===== src/hdl/nnd_pkg.sv =====
// Shared types, constants and command/status structs for the nearest-neighbor downscaler.
package nnd_pkg;

   localparam int REG_W           = 13;
   localparam int REG_MAX         = 2 ** REG_W - 1;
   localparam int PIX_W           = 32;
   localparam int CSR_IDX_W       = 2;
   localparam int DEFAULT_MAX_DIM = 4096;

   // register indexes on the csr port
   localparam logic [CSR_IDX_W-1:0] CSR_SOURCE_WIDTH  = 2'd0;
   localparam logic [CSR_IDX_W-1:0] CSR_SOURCE_HEIGHT = 2'd1;
   localparam logic [CSR_IDX_W-1:0] CSR_MAX_EDGE      = 2'd2;

   localparam logic [REG_W-1:0] RST_SOURCE_WIDTH  = 13'd1;
   localparam logic [REG_W-1:0] RST_SOURCE_HEIGHT = 13'd1;
   localparam logic [REG_W-1:0] RST_MAX_EDGE      = 13'd4096;

   // divider jobs run during setup
   typedef enum logic [2:0] {
      OP_TW,      // target width from scale
      OP_TH,      // target height from scale
      OP_COL_Q,   // width / target width
      OP_COL_A,   // column pick accumulator
      OP_ROW_Q,   // height / target height
      OP_ROW_A    // row pick accumulator
   } op_type;

   typedef struct packed {
      op_type op;
      logic   div_start;
      logic   div_store;
      logic   frame_init;
      logic   set_keep;
      logic   pix_accept;
   } cmd_type;

   typedef struct packed {
      logic at_frame_start;
      logic need_scale;
      logic div_done;
      logic emit;
   } status_type;

endpackage


===== src/hdl/nnd_div.sv =====
// Restoring divider, one quotient bit per cycle, registered result.
module nnd_div #(
   parameter int NW = 2 * nnd_pkg::REG_W + 1,
   parameter int VW = nnd_pkg::REG_W + 1
) (
   input  logic          clock,
   input  logic          reset,
   input  logic          start,
   input  logic [NW-1:0] dividend,
   input  logic [VW-1:0] divisor,
   output logic          done,
   output logic [NW-1:0] quotient,
   output logic [VW-1:0] remainder
);

   localparam int CW = $clog2(NW + 1);

   logic [NW-1:0] quo_ff, quo_in;
   logic [VW-1:0] rem_ff, rem_in;
   logic [VW-1:0] dvs_ff, dvs_in;
   logic [CW-1:0] cnt_ff, cnt_in;
   logic          run_ff, run_in;
   logic          done_ff, done_in;
   logic [VW:0]   shifted;
   logic          fits;

   always_comb begin
      quo_in  = quo_ff;
      rem_in  = rem_ff;
      dvs_in  = dvs_ff;
      cnt_in  = cnt_ff;
      run_in  = run_ff;
      done_in = 1'b0;
      shifted = {rem_ff, quo_ff[NW-1]};
      fits    = shifted >= {1'b0, dvs_ff};
      if (start) begin
         quo_in = dividend;
         rem_in = '0;
         dvs_in = divisor;
         cnt_in = CW'(NW);
         run_in = 1'b1;
      end else if (run_ff) begin
         quo_in = {quo_ff[NW-2:0], fits};
         rem_in = fits ? VW'(shifted - {1'b0, dvs_ff}) : shifted[VW-1:0];
         cnt_in = cnt_ff - CW'(1);
         if (cnt_ff == CW'(1)) begin
            run_in  = 1'b0;
            done_in = 1'b1;
         end
      end
   end

   always_ff @(posedge clock) begin
      if (reset) begin
         run_ff  <= 1'b0;
         done_ff <= 1'b0;
         cnt_ff  <= '0;
      end else begin
         run_ff  <= run_in;
         done_ff <= done_in;
         cnt_ff  <= cnt_in;
      end
   end

   always_ff @(posedge clock) begin
      quo_ff <= quo_in;
      rem_ff <= rem_in;
      dvs_ff <= dvs_in;
   end

   assign done      = done_ff;
   assign quotient  = quo_ff;
   assign remainder = rem_ff;

endmodule


===== src/hdl/nnd_datapath.sv =====
// Datapath: size registers, frame position, pick accumulators, shared divider, result register.
module nnd_datapath #(
   parameter int MAX_DIM = nnd_pkg::DEFAULT_MAX_DIM
) (
   input  logic                           clock,
   input  logic                           reset,
   input  logic                           csr_valid,
   input  logic [nnd_pkg::CSR_IDX_W-1:0]  csr_index,
   input  logic [nnd_pkg::REG_W-1:0]      csr_data,
   input  logic [nnd_pkg::PIX_W-1:0]      req_pixel_rgba,
   input  nnd_pkg::cmd_type               cmd,
   output nnd_pkg::status_type            status,
   output logic [nnd_pkg::PIX_W-1:0]      rsp_out_rgba,
   output logic                           rsp_out_last
);

   import nnd_pkg::*;

   localparam int DimLimit = (MAX_DIM < REG_MAX) ? MAX_DIM : REG_MAX;
   localparam int DW       = $clog2(DimLimit + 1);
   localparam int VW       = DW + 1;
   localparam int NW       = 2 * DW + 1;

   function automatic logic [DW-1:0] clamp_dim(input logic [REG_W-1:0] v);
      logic [DW-1:0] r;
      if (v == '0) r = DW'(1);
      else if (int'(v) > DimLimit) r = DW'(DimLimit);
      else r = DW'(v);
      return r;
   endfunction

   // min(q, dim - 1)
   function automatic logic [DW-1:0] fit_keep(input logic [VW-1:0] q,
                                               input logic [DW-1:0] dim);
      logic [DW-1:0] lim;
      lim = dim - DW'(1);
      return (q < VW'(lim)) ? q[DW-1:0] : lim;
   endfunction

   // configuration
   logic [REG_W-1:0] src_w_ff, src_w_in;
   logic [REG_W-1:0] src_h_ff, src_h_in;
   logic [REG_W-1:0] edge_ff, edge_in;

   // frame position
   logic [DW-1:0] col_cnt_ff, col_cnt_in;
   logic [DW-1:0] row_cnt_ff, row_cnt_in;
   logic [DW-1:0] tcol_ff, tcol_in;
   logic [DW-1:0] trow_ff, trow_in;
   logic [DW-1:0] keep_col_ff, keep_col_in;
   logic [DW-1:0] keep_row_ff, keep_row_in;
   logic [DW-1:0] tw_ff, tw_in;
   logic [DW-1:0] th_ff, th_in;

   // pick accumulators: step quotient/remainder and running quotient/remainder
   logic [DW-1:0] col_q_ff, col_q_in, col_r_ff, col_r_in;
   logic [VW-1:0] col_aq_ff, col_aq_in, col_ar_ff, col_ar_in;
   logic [DW-1:0] row_q_ff, row_q_in, row_r_ff, row_r_in;
   logic [VW-1:0] row_aq_ff, row_aq_in, row_ar_ff, row_ar_in;

   logic [PIX_W-1:0] rgba_ff, rgba_in;
   logic             last_ff, last_in;

   logic [DW-1:0]    w, h, longest, edge_dw;
   logic [REG_W-1:0] edge_nz;
   logic             need_scale;

   logic [VW-1:0] mul_a;
   logic [DW-1:0] mul_b, add_c;
   logic [NW-1:0] dividend;
   logic [VW-1:0] divisor;
   logic          div_done;
   logic [NW-1:0] quotient;
   logic [VW-1:0] remainder;

   logic          row_kept, emit, is_last, row_end, frame_end;
   logic [VW:0]   col_sum_r, row_sum_r;
   logic          col_wrap, row_wrap;
   logic [VW-1:0] col_adv_q, col_adv_r, row_adv_q, row_adv_r;
   logic [VW-1:0] col0_q, col0_r;

   assign w          = clamp_dim(src_w_ff);
   assign h          = clamp_dim(src_h_ff);
   assign longest    = (w > h) ? w : h;
   assign edge_nz    = (edge_ff == '0) ? REG_W'(1) : edge_ff;
   assign need_scale = REG_W'(longest) > edge_nz;
   // only used when scaling, so edge is below longest and fits
   assign edge_dw    = DW'(edge_nz);

   // one multiplier feeds the divider's dividend
   always_comb begin
      mul_a   = VW'(1);
      mul_b   = w;
      add_c   = '0;
      divisor = VW'(tw_ff);
      unique case (cmd.op)
         OP_TW: begin
            mul_a   = VW'(edge_dw);
            mul_b   = w;
            add_c   = longest >> 1;
            divisor = VW'(longest);
         end
         OP_TH: begin
            mul_a   = VW'(edge_dw);
            mul_b   = h;
            add_c   = longest >> 1;
            divisor = VW'(longest);
         end
         OP_COL_Q: begin
            mul_b   = w;
            divisor = VW'(tw_ff);
         end
         OP_COL_A: begin
            mul_a   = {tcol_ff, 1'b1};
            mul_b   = w;
            divisor = {tw_ff, 1'b0};
         end
         OP_ROW_Q: begin
            mul_b   = h;
            divisor = VW'(th_ff);
         end
         OP_ROW_A: begin
            mul_a   = {trow_ff, 1'b1};
            mul_b   = h;
            divisor = {th_ff, 1'b0};
         end
         default: begin
            mul_a   = VW'(1);
         end
      endcase
      dividend = NW'(mul_a) * NW'(mul_b) + NW'(add_c);
   end

   nnd_div #(
      .NW (NW),
      .VW (VW)
   ) u_div (
      .clock     (clock),
      .reset     (reset),
      .start     (cmd.div_start),
      .dividend  (dividend),
      .divisor   (divisor),
      .done      (div_done),
      .quotient  (quotient),
      .remainder (remainder)
   );

   // per-pixel decisions
   assign row_kept  = (trow_ff < th_ff) && (row_cnt_ff == keep_row_ff);
   assign emit      = row_kept && (tcol_ff < tw_ff) && (col_cnt_ff == keep_col_ff);
   assign is_last   = (VW'(trow_ff) + VW'(1) >= VW'(th_ff)) &&
                      (VW'(tcol_ff) + VW'(1) >= VW'(tw_ff));
   assign row_end   = VW'(col_cnt_ff) + VW'(1) >= VW'(w);
   assign frame_end = VW'(row_cnt_ff) + VW'(1) >= VW'(h);

   // advance to the next target index: add 2*src = 2*Q*tgt + 2*R
   assign col_sum_r = (VW + 1)'(col_ar_ff) + (VW + 1)'({col_r_ff, 1'b0});
   assign col_wrap  = col_sum_r >= (VW + 1)'({tw_ff, 1'b0});
   assign col_adv_r = col_wrap ? VW'(col_sum_r - (VW + 1)'({tw_ff, 1'b0}))
                               : VW'(col_sum_r);
   assign col_adv_q = col_aq_ff + VW'(col_q_ff) + VW'(col_wrap);

   assign row_sum_r = (VW + 1)'(row_ar_ff) + (VW + 1)'({row_r_ff, 1'b0});
   assign row_wrap  = row_sum_r >= (VW + 1)'({th_ff, 1'b0});
   assign row_adv_r = row_wrap ? VW'(row_sum_r - (VW + 1)'({th_ff, 1'b0}))
                               : VW'(row_sum_r);
   assign row_adv_q = row_aq_ff + VW'(row_q_ff) + VW'(row_wrap);

   // target index zero: src / (2*tgt) from Q and R
   assign col0_q = VW'(col_q_ff >> 1);
   assign col0_r = col_q_ff[0] ? VW'(tw_ff) + VW'(col_r_ff) : VW'(col_r_ff);

   always_comb begin
      src_w_in    = src_w_ff;
      src_h_in    = src_h_ff;
      edge_in     = edge_ff;
      col_cnt_in  = col_cnt_ff;
      row_cnt_in  = row_cnt_ff;
      tcol_in     = tcol_ff;
      trow_in     = trow_ff;
      keep_col_in = keep_col_ff;
      keep_row_in = keep_row_ff;
      tw_in       = tw_ff;
      th_in       = th_ff;
      col_q_in    = col_q_ff;
      col_r_in    = col_r_ff;
      col_aq_in   = col_aq_ff;
      col_ar_in   = col_ar_ff;
      row_q_in    = row_q_ff;
      row_r_in    = row_r_ff;
      row_aq_in   = row_aq_ff;
      row_ar_in   = row_ar_ff;
      rgba_in     = rgba_ff;
      last_in     = last_ff;

      if (csr_valid) begin
         unique case (csr_index)
            CSR_SOURCE_WIDTH:  src_w_in = csr_data;
            CSR_SOURCE_HEIGHT: src_h_in = csr_data;
            CSR_MAX_EDGE:      edge_in  = csr_data;
            default: ;
         endcase
      end

      if (cmd.frame_init) begin
         tcol_in = '0;
         trow_in = '0;
         if (!need_scale) begin
            tw_in = w;
            th_in = h;
         end
      end

      if (cmd.div_store) begin
         unique case (cmd.op)
            OP_TW: tw_in = (quotient == '0) ? DW'(1) : quotient[DW-1:0];
            OP_TH: th_in = (quotient == '0) ? DW'(1) : quotient[DW-1:0];
            OP_COL_Q: begin
               col_q_in = quotient[DW-1:0];
               col_r_in = remainder[DW-1:0];
            end
            OP_COL_A: begin
               col_aq_in = quotient[VW-1:0];
               col_ar_in = remainder;
               if (cmd.set_keep) keep_col_in = fit_keep(quotient[VW-1:0], w);
            end
            OP_ROW_Q: begin
               row_q_in = quotient[DW-1:0];
               row_r_in = remainder[DW-1:0];
            end
            OP_ROW_A: begin
               row_aq_in = quotient[VW-1:0];
               row_ar_in = remainder;
               if (cmd.set_keep) keep_row_in = fit_keep(quotient[VW-1:0], h);
            end
            default: ;
         endcase
      end

      if (cmd.pix_accept) begin
         if (emit) begin
            rgba_in   = req_pixel_rgba;
            last_in   = is_last;
            tcol_in   = tcol_ff + DW'(1);
            col_aq_in = col_adv_q;
            col_ar_in = col_adv_r;
            if (VW'(tcol_ff) + VW'(1) < VW'(tw_ff)) keep_col_in = fit_keep(col_adv_q, w);
         end
         if (row_end) begin
            col_cnt_in  = '0;
            tcol_in     = '0;
            col_aq_in   = col0_q;
            col_ar_in   = col0_r;
            keep_col_in = fit_keep(col0_q, w);
            if (row_kept) begin
               trow_in   = trow_ff + DW'(1);
               row_aq_in = row_adv_q;
               row_ar_in = row_adv_r;
               if (VW'(trow_ff) + VW'(1) < VW'(th_ff)) keep_row_in = fit_keep(row_adv_q, h);
            end
            if (frame_end) begin
               row_cnt_in  = '0;
               trow_in     = '0;
               keep_row_in = '0;
               keep_col_in = '0;
            end else begin
               row_cnt_in = row_cnt_ff + DW'(1);
            end
         end else begin
            col_cnt_in = col_cnt_ff + DW'(1);
         end
      end
   end

   always_ff @(posedge clock) begin
      if (reset) begin
         src_w_ff    <= RST_SOURCE_WIDTH;
         src_h_ff    <= RST_SOURCE_HEIGHT;
         edge_ff     <= RST_MAX_EDGE;
         col_cnt_ff  <= '0;
         row_cnt_ff  <= '0;
         tcol_ff     <= '0;
         trow_ff     <= '0;
         keep_col_ff <= '0;
         keep_row_ff <= '0;
         tw_ff       <= DW'(1);
         th_ff       <= DW'(1);
      end else begin
         src_w_ff    <= src_w_in;
         src_h_ff    <= src_h_in;
         edge_ff     <= edge_in;
         col_cnt_ff  <= col_cnt_in;
         row_cnt_ff  <= row_cnt_in;
         tcol_ff     <= tcol_in;
         trow_ff     <= trow_in;
         keep_col_ff <= keep_col_in;
         keep_row_ff <= keep_row_in;
         tw_ff       <= tw_in;
         th_ff       <= th_in;
      end
   end

   // accumulators are loaded by setup before the first pixel uses them
   always_ff @(posedge clock) begin
      col_q_ff  <= col_q_in;
      col_r_ff  <= col_r_in;
      col_aq_ff <= col_aq_in;
      col_ar_ff <= col_ar_in;
      row_q_ff  <= row_q_in;
      row_r_ff  <= row_r_in;
      row_aq_ff <= row_aq_in;
      row_ar_ff <= row_ar_in;
      rgba_ff   <= rgba_in;
      last_ff   <= last_in;
   end

   assign status.at_frame_start = (col_cnt_ff == '0) && (row_cnt_ff == '0);
   assign status.need_scale     = need_scale;
   assign status.div_done       = div_done;
   assign status.emit           = emit;

   assign rsp_out_rgba = rgba_ff;
   assign rsp_out_last = last_ff;

endmodule


===== src/hdl/nnd_ctrl.sv =====
// Controller: setup sequencing of divider jobs, pixel acceptance and result valid.
module nnd_ctrl (
   input  logic                clock,
   input  logic                reset,
   input  logic                req_valid,
   output logic                req_ready,
   output logic                rsp_valid,
   input  logic                rsp_ready,
   input  logic                csr_valid,
   input  nnd_pkg::status_type status,
   output nnd_pkg::cmd_type    cmd
);

   import nnd_pkg::*;

   typedef enum logic [3:0] {
      ST_IDLE  = 4'b0001,
      ST_INIT  = 4'b0010,
      ST_START = 4'b0100,
      ST_WAIT  = 4'b1000
   } state_type;

   function automatic op_type next_op(input op_type op);
      op_type r;
      unique case (op)
         OP_TW:    r = OP_TH;
         OP_TH:    r = OP_COL_Q;
         OP_COL_Q: r = OP_COL_A;
         OP_COL_A: r = OP_ROW_Q;
         OP_ROW_Q: r = OP_ROW_A;
         default:  r = OP_ROW_A;
      endcase
      return r;
   endfunction

   state_type state_ff, state_in;
   op_type    op_ff, op_in;
   logic      full_ff, full_in;     // frame-start setup vs. resync after a csr write
   logic      done_ff, done_in;     // setup done for the pending frame start
   logic      dirty_ff, dirty_in;   // csr written since the last setup
   logic      rsp_valid_ff, rsp_valid_in;
   logic      setup_needed, accept;

   assign setup_needed = dirty_ff || (status.at_frame_start && !done_ff);
   assign req_ready    = (state_ff == ST_IDLE) && !setup_needed &&
                         (!rsp_valid_ff || rsp_ready);
   assign accept       = req_valid && req_ready;

   always_comb begin
      state_in     = state_ff;
      op_in        = op_ff;
      full_in      = full_ff;
      done_in      = done_ff;
      dirty_in     = dirty_ff;
      rsp_valid_in = rsp_valid_ff;

      unique case (state_ff)
         ST_IDLE: begin
            if (req_valid && setup_needed) begin
               full_in = status.at_frame_start;
               if (status.at_frame_start) begin
                  state_in = ST_INIT;
               end else begin
                  op_in    = OP_COL_Q;
                  state_in = ST_START;
               end
            end
         end
         ST_INIT: begin
            op_in    = status.need_scale ? OP_TW : OP_COL_Q;
            state_in = ST_START;
         end
         ST_START: begin
            state_in = ST_WAIT;
         end
         ST_WAIT: begin
            if (status.div_done) begin
               if (op_ff == OP_ROW_A) begin
                  state_in = ST_IDLE;
                  done_in  = 1'b1;
                  dirty_in = 1'b0;
               end else begin
                  op_in    = next_op(op_ff);
                  state_in = ST_START;
               end
            end
         end
         default: state_in = ST_IDLE;
      endcase

      if (accept) done_in = 1'b0;
      if (csr_valid) dirty_in = 1'b1;

      if (accept && status.emit) rsp_valid_in = 1'b1;
      else if (rsp_ready) rsp_valid_in = 1'b0;
   end

   always_ff @(posedge clock) begin
      if (reset) begin
         state_ff     <= ST_IDLE;
         op_ff        <= OP_COL_Q;
         full_ff      <= 1'b0;
         done_ff      <= 1'b0;
         dirty_ff     <= 1'b0;
         rsp_valid_ff <= 1'b0;
      end else begin
         state_ff     <= state_in;
         op_ff        <= op_in;
         full_ff      <= full_in;
         done_ff      <= done_in;
         dirty_ff     <= dirty_in;
         rsp_valid_ff <= rsp_valid_in;
      end
   end

   assign rsp_valid      = rsp_valid_ff;
   assign cmd.op         = op_ff;
   assign cmd.div_start  = (state_ff == ST_START);
   assign cmd.div_store  = (state_ff == ST_WAIT) && status.div_done;
   assign cmd.frame_init = (state_ff == ST_INIT);
   assign cmd.set_keep   = full_ff;
   assign cmd.pix_accept = accept;

endmodule


===== src/hdl/nearest_neighbor_downscaler.sv =====
// Top level of the nearest-neighbor downscaler: controller, datapath, csr port.
// Mid-frame pixels: one beat per cycle unless rsp stalls; result registered on acceptance.
// First pixel of a frame waits for setup on the shared 1-bit/cycle divider:
//   up to 6 jobs, each on a dividend of 2*DW + 1 bits, DW = bits of min(MAX_DIM, 8191).
// A mid-frame pixel after a csr write waits for a resync of 4 such jobs.
// Synchronous active-high reset restores the size registers and restarts the frame.
module nearest_neighbor_downscaler #(
   parameter int MAX_DIM = nnd_pkg::DEFAULT_MAX_DIM
) (
   input  logic                          clock,
   input  logic                          reset,
   input  logic                          req_valid,
   output logic                          req_ready,
   input  logic [nnd_pkg::PIX_W-1:0]     req_pixel_rgba,
   output logic                          rsp_valid,
   input  logic                          rsp_ready,
   output logic [nnd_pkg::PIX_W-1:0]     rsp_out_rgba,
   output logic                          rsp_out_last,
   input  logic                          csr_valid,
   output logic                          csr_ready,
   input  logic [nnd_pkg::CSR_IDX_W-1:0] csr_index,
   input  logic [nnd_pkg::REG_W-1:0]     csr_data
);

   import nnd_pkg::*;

   cmd_type    cmd;
   status_type status;
   logic       csr_write;

   // writes are always accepted
   assign csr_ready = 1'b1;
   assign csr_write = csr_valid && csr_ready;

   nnd_ctrl u_ctrl (
      .clock     (clock),
      .reset     (reset),
      .req_valid (req_valid),
      .req_ready (req_ready),
      .rsp_valid (rsp_valid),
      .rsp_ready (rsp_ready),
      .csr_valid (csr_write),
      .status    (status),
      .cmd       (cmd)
   );

   nnd_datapath #(
      .MAX_DIM (MAX_DIM)
   ) u_datapath (
      .clock          (clock),
      .reset          (reset),
      .csr_valid      (csr_write),
      .csr_index      (csr_index),
      .csr_data       (csr_data),
      .req_pixel_rgba (req_pixel_rgba),
      .cmd            (cmd),
      .status         (status),
      .rsp_out_rgba   (rsp_out_rgba),
      .rsp_out_last   (rsp_out_last)
   );

endmodule


===== config.mk =====
export PLATFORM = sky130hd
export DESIGN_NAME = nearest_neighbor_downscaler
export DESIGN_NICKNAME = d
export VERILOG_FILES = /design/src/hdl/nnd_pkg.sv /design/src/hdl/nnd_div.sv /design/src/hdl/nnd_datapath.sv /design/src/hdl/nnd_ctrl.sv /design/src/hdl/nearest_neighbor_downscaler.sv
export SDC_FILE = /design/constraint.sdc
export NUM_CORES = 2
export LEC_CHECK = 0
export ABC_AREA = 1
export BUFFER_PORTS_ARGS = -buffer_cell sky130_fd_sc_hd__buf_2
export CAP_MARGIN = 20
export CORE_ASPECT_RATIO = 1.1
export CORE_MARGIN = 5
export CORE_UTILIZATION = 40
export DETAILED_ROUTE_END_ITERATION = 6
export GPL_ROUTABILITY_DRIVEN = 1
export GPL_TIMING_DRIVEN = 1
export PLACE_DENSITY = 0.56
export SETUP_SLACK_MARGIN = 0.15
export SYNTH_ARGS = -nofsm -noshare
export SYNTH_HDL_FRONTEND = slang
export SYNTH_SLANG_ARGS = --single-unit

===== constraint.sdc =====
create_clock -name clock -period 6.6 [get_ports clock]
set_input_delay 1.32 -clock clock [delete_from_list [all_inputs] [get_ports clock]]
set_output_delay 1.32 -clock clock [all_outputs]
set_load 0.005 [all_outputs]

==> flow_summary.ini <==
[status]
status = finished, final reports clean

[logic_synthesis]
synth.top_cell.area_share_pct = 13.8
synth.distinct_cells = 75
synth_cells = 4486
yosys.area.top_type = ha_1
syn_area_sq_mm = 0.0334
synth-main-ff-cell = dfxtp_1
async_reset_ff_share_pct = 0
synth-edff-count = 128
synth_nets = 5057
synth.area.top_cells = ha_1 14%, dfxtp_1 14%, edfxtp_1 12%, nand2_1 10%, fa_1 9.0%
ys_ff_latch = 357
seq_area_frac_synth_pct = 25.2
synth-warning-count = 0
syn-mean-instance-area_sq_um = 7.44

[min_path]
hp-class = flip-flop to flip-flop

[critical_path]
path_buf_inv = 6
cp.required_ns = 6.94
critPathLaunchType = flip-flop
critPathKind = flip-flop to flip-flop
crit_top_cell = fa_1
critPathArrivalTime_ns = 6.74
worstPathMaxFanout = 5
slowest_stage = fa_2
cp-end-kind = flip-flop
reg2reg_slack_ns = 0.20
crit_family = adder cells
max_stage_delay_ns = 0.57

[grt]
first_global_vias = 30200
grt_max_degree = 91
grt_pass1_wl_mm = 185
grt-ovfl-total = 0
grt_antenna_before_repair = 0
grt_use_total_pct = 26.4

[cts]
clock_path_buffers = 3
cts.htree.levels = 2
clk_pin_slew_ns = 0.06
cts.sinks = 357
cts_root_buf = clkbuf_16
clock_latency_ns = 0.63
cts_buffers = 46
cts_tree = yes

[placed_design]
gp_congestion = 0.966
pre_cts_ws_ns = -0.162
port_buffers = 86
dpl.hpwl_mm = 97.6

[detailed_routing]
drcViolationCount = 0
drt_first_pass_iters = 6
drtAntennaViolNets = 0
routed_wl_mm = 124
dr.first_iter.drc_count = 2872
avgViaCountPerCell = 5.47
vias = 32000
routedWlPerCell_microns = 21.2

[timing]
maxSlewHeadroom_pct = 32.6
fin_ws_ns = 0.202
worst_slew_pin_slew_ns = 1.01
finalCritPeriodShare_pct = 96.9
grt_setup_unrepaired = true
fin_crit_ns = 6.40
hold_viol = 0
fmax_ghz = 0.156
slew_violations = 0
fin_worst_skew_ns = 0.0474
setup_viol = 0

[finish]
drive_above_1_share_pct = 14.9
fin_nets = 5301
area_delta_synth_final_pct = 17.0

[power]
power_mw = 10.4
vdd_drop_max_v = 0.000195
p_per_area_mw_per_mm2 = 266
p_leak_nw = 18.6

[die]
die_x_microns = 285
ios = 88
core_area_sq_mm = 0.0831
rows = 111
dieArea_sq_mm = 0.0893
die_y_microns = 313
start_util_pct = 40.2

[run]
drv_cap = 0
-- registers in the layout, indices dropped and copies added, names as in the netlist, 13 cells and up --
name                        cells
u_datapath.rsp_out_rgba        32
u_datapath.u_div.quotient      27
u_datapath.col_aq_ff           14
u_datapath.col_ar_ff           14
u_datapath.row_aq_ff           14
u_datapath.row_ar_ff           14
u_datapath.u_div.dvs_ff        14
u_datapath.u_div.remainder     14
u_datapath.col_cnt_ff          13
u_datapath.col_q_ff            13
u_datapath.col_r_ff            13
u_datapath.edge_ff             13
u_datapath.keep_col_ff         13
u_datapath.keep_row_ff         13
u_datapath.row_cnt_ff          13
u_datapath.row_q_ff            13
u_datapath.row_r_ff            13
u_datapath.src_h_ff            13
u_datapath.src_w_ff            13
u_datapath.tcol_ff             13
u_datapath.th_ff               13
u_datapath.trow_ff             13
u_datapath.tw_ff               13
-- cells in the mapped netlist (all sizes together), types with 9 or more instances --
library cell,count
clkinv,15
o211ai,72
fa,150
o2111ai,10
xor2,115
buf,60
a21o,13
inv,686
dfxtp,229
clkbuf,76
o21ai,349
ha,369
a211oi,25
edfxtp,128
o22ai,40
nor4,20
o221ai,16
nand4,48
o21bai,9
nor2,346
nand3,287
a31oi,44
nand2,908
or2,27
nor3,46
xnor2,56
a21oi,286
-- stage by stage --
stage	instance area (sq um)	cells	hold WS, ns	utilization, %	TNS [ns]
final	39000	5841	0.460	47.0	0
after global routing	39000	5840	0.485	47.0	-0.0271
after CTS	38100	5815	0.478	45.9	0
after detailed placement	36200	5718	0.469	43.6	-0.511
after global placement	36200	5718	0.462	43.6	-0.364
after floorplan	33400	4486	0.441	-	0
-- power by group --
part           total, mW  leakage (nW)  internal (mW)  switching (mW)
Sequential          2.69          3.03           2.50           0.190
Clock               2.74         0.766           1.62            1.12
Combinational       4.94          14.8           1.88            3.06
Total               10.4          18.6           6.01            4.37
-- cell families (layout without fill, tap and decap cells) --
logic type	Yosys count	count (layout)	share of synthesized area [%]
other	1	2	0.0112
buffers and inverters	837	1114	9.80
and+or+nand+nor	1690	1693	21.7
DFF	357	357	25.2
xor gates and xnor gates	171	171	4.53
muxes	1	1	0.0300
adders and majority gates	519	519	22.8
AOI/OAI and AO/OA	910	911	15.9
-- layer usage --
metal  global-route usage, %  vias to the layer above  share of wire, %
met5                       0                        -                 0
met4                    8.79                        0               3.8
met3                    3.97                      224               7.3
met2                    42.5                     1167                45
met1                    36.6                    15100                44
li1                        -                    15500                 -
-- area by class of cell --
cell class              count  area (sq um)
well taps                1073          1340
flip-flops and latches    357          8450
fillers                  8371         44000
inverters                 701          2660
clock inverters            25           327
clock buffers              60          1290
multi-input cells        3296         22600
repair buffers            328          2390
diodes                      1          2.50
-- tightest hold or removal path, stage by stage, from the launching register on --
cell and delay, ns:
dfxtp_2 0.32, inv_2 0.05, a21oi_1 0.05
-- placed cells by master (no fill, tap or decap), types with 72 or more instances in the layout --
cell / Yosys / layout
fa_1: 150 / 140
nand3_1: 281 / 276
buf_4: 13 / 221
xor2_1: 113 / 111
nor2_1: 329 / 308
buf_2: 38 / 86
nand2_1: 896 / 870
a21oi_1: 285 / 268
o21ai_0: 321 / 295
o211ai_1: 72 / 72
dfxtp_1: 229 / 214
ha_1: 369 / 347
edfxtp_1: 128 / 128
inv_1: 647 / 624
-- worst paths after layout --
| path | cells past startpoint | to | startpoint |
|---|---|---|---|
| max | 32 | u_datapath.u_div.quotient[20] | u_datapath.src_h_ff[8] |
| min | 2 | u_datapath.src_h_ff[3] | u_datapath.src_h_ff[3] |
| max reg2reg | 32 | u_datapath.u_div.quotient[20] | u_datapath.src_h_ff[8] |
| min reg2reg | 2 | u_datapath.src_h_ff[3] | u_datapath.src_h_ff[3] |
-- what timing repair did --
action | CTS | global route
cloned | 3 | 2
hold buffers | 0 | 0
pin swaps | 13 | 97
gates resized for setup | 47 | 199
setup endpoints to repair | 17 | 42
setup buffers | 9 | 22
No activity file was read; power rests on OpenSTA's default activity.
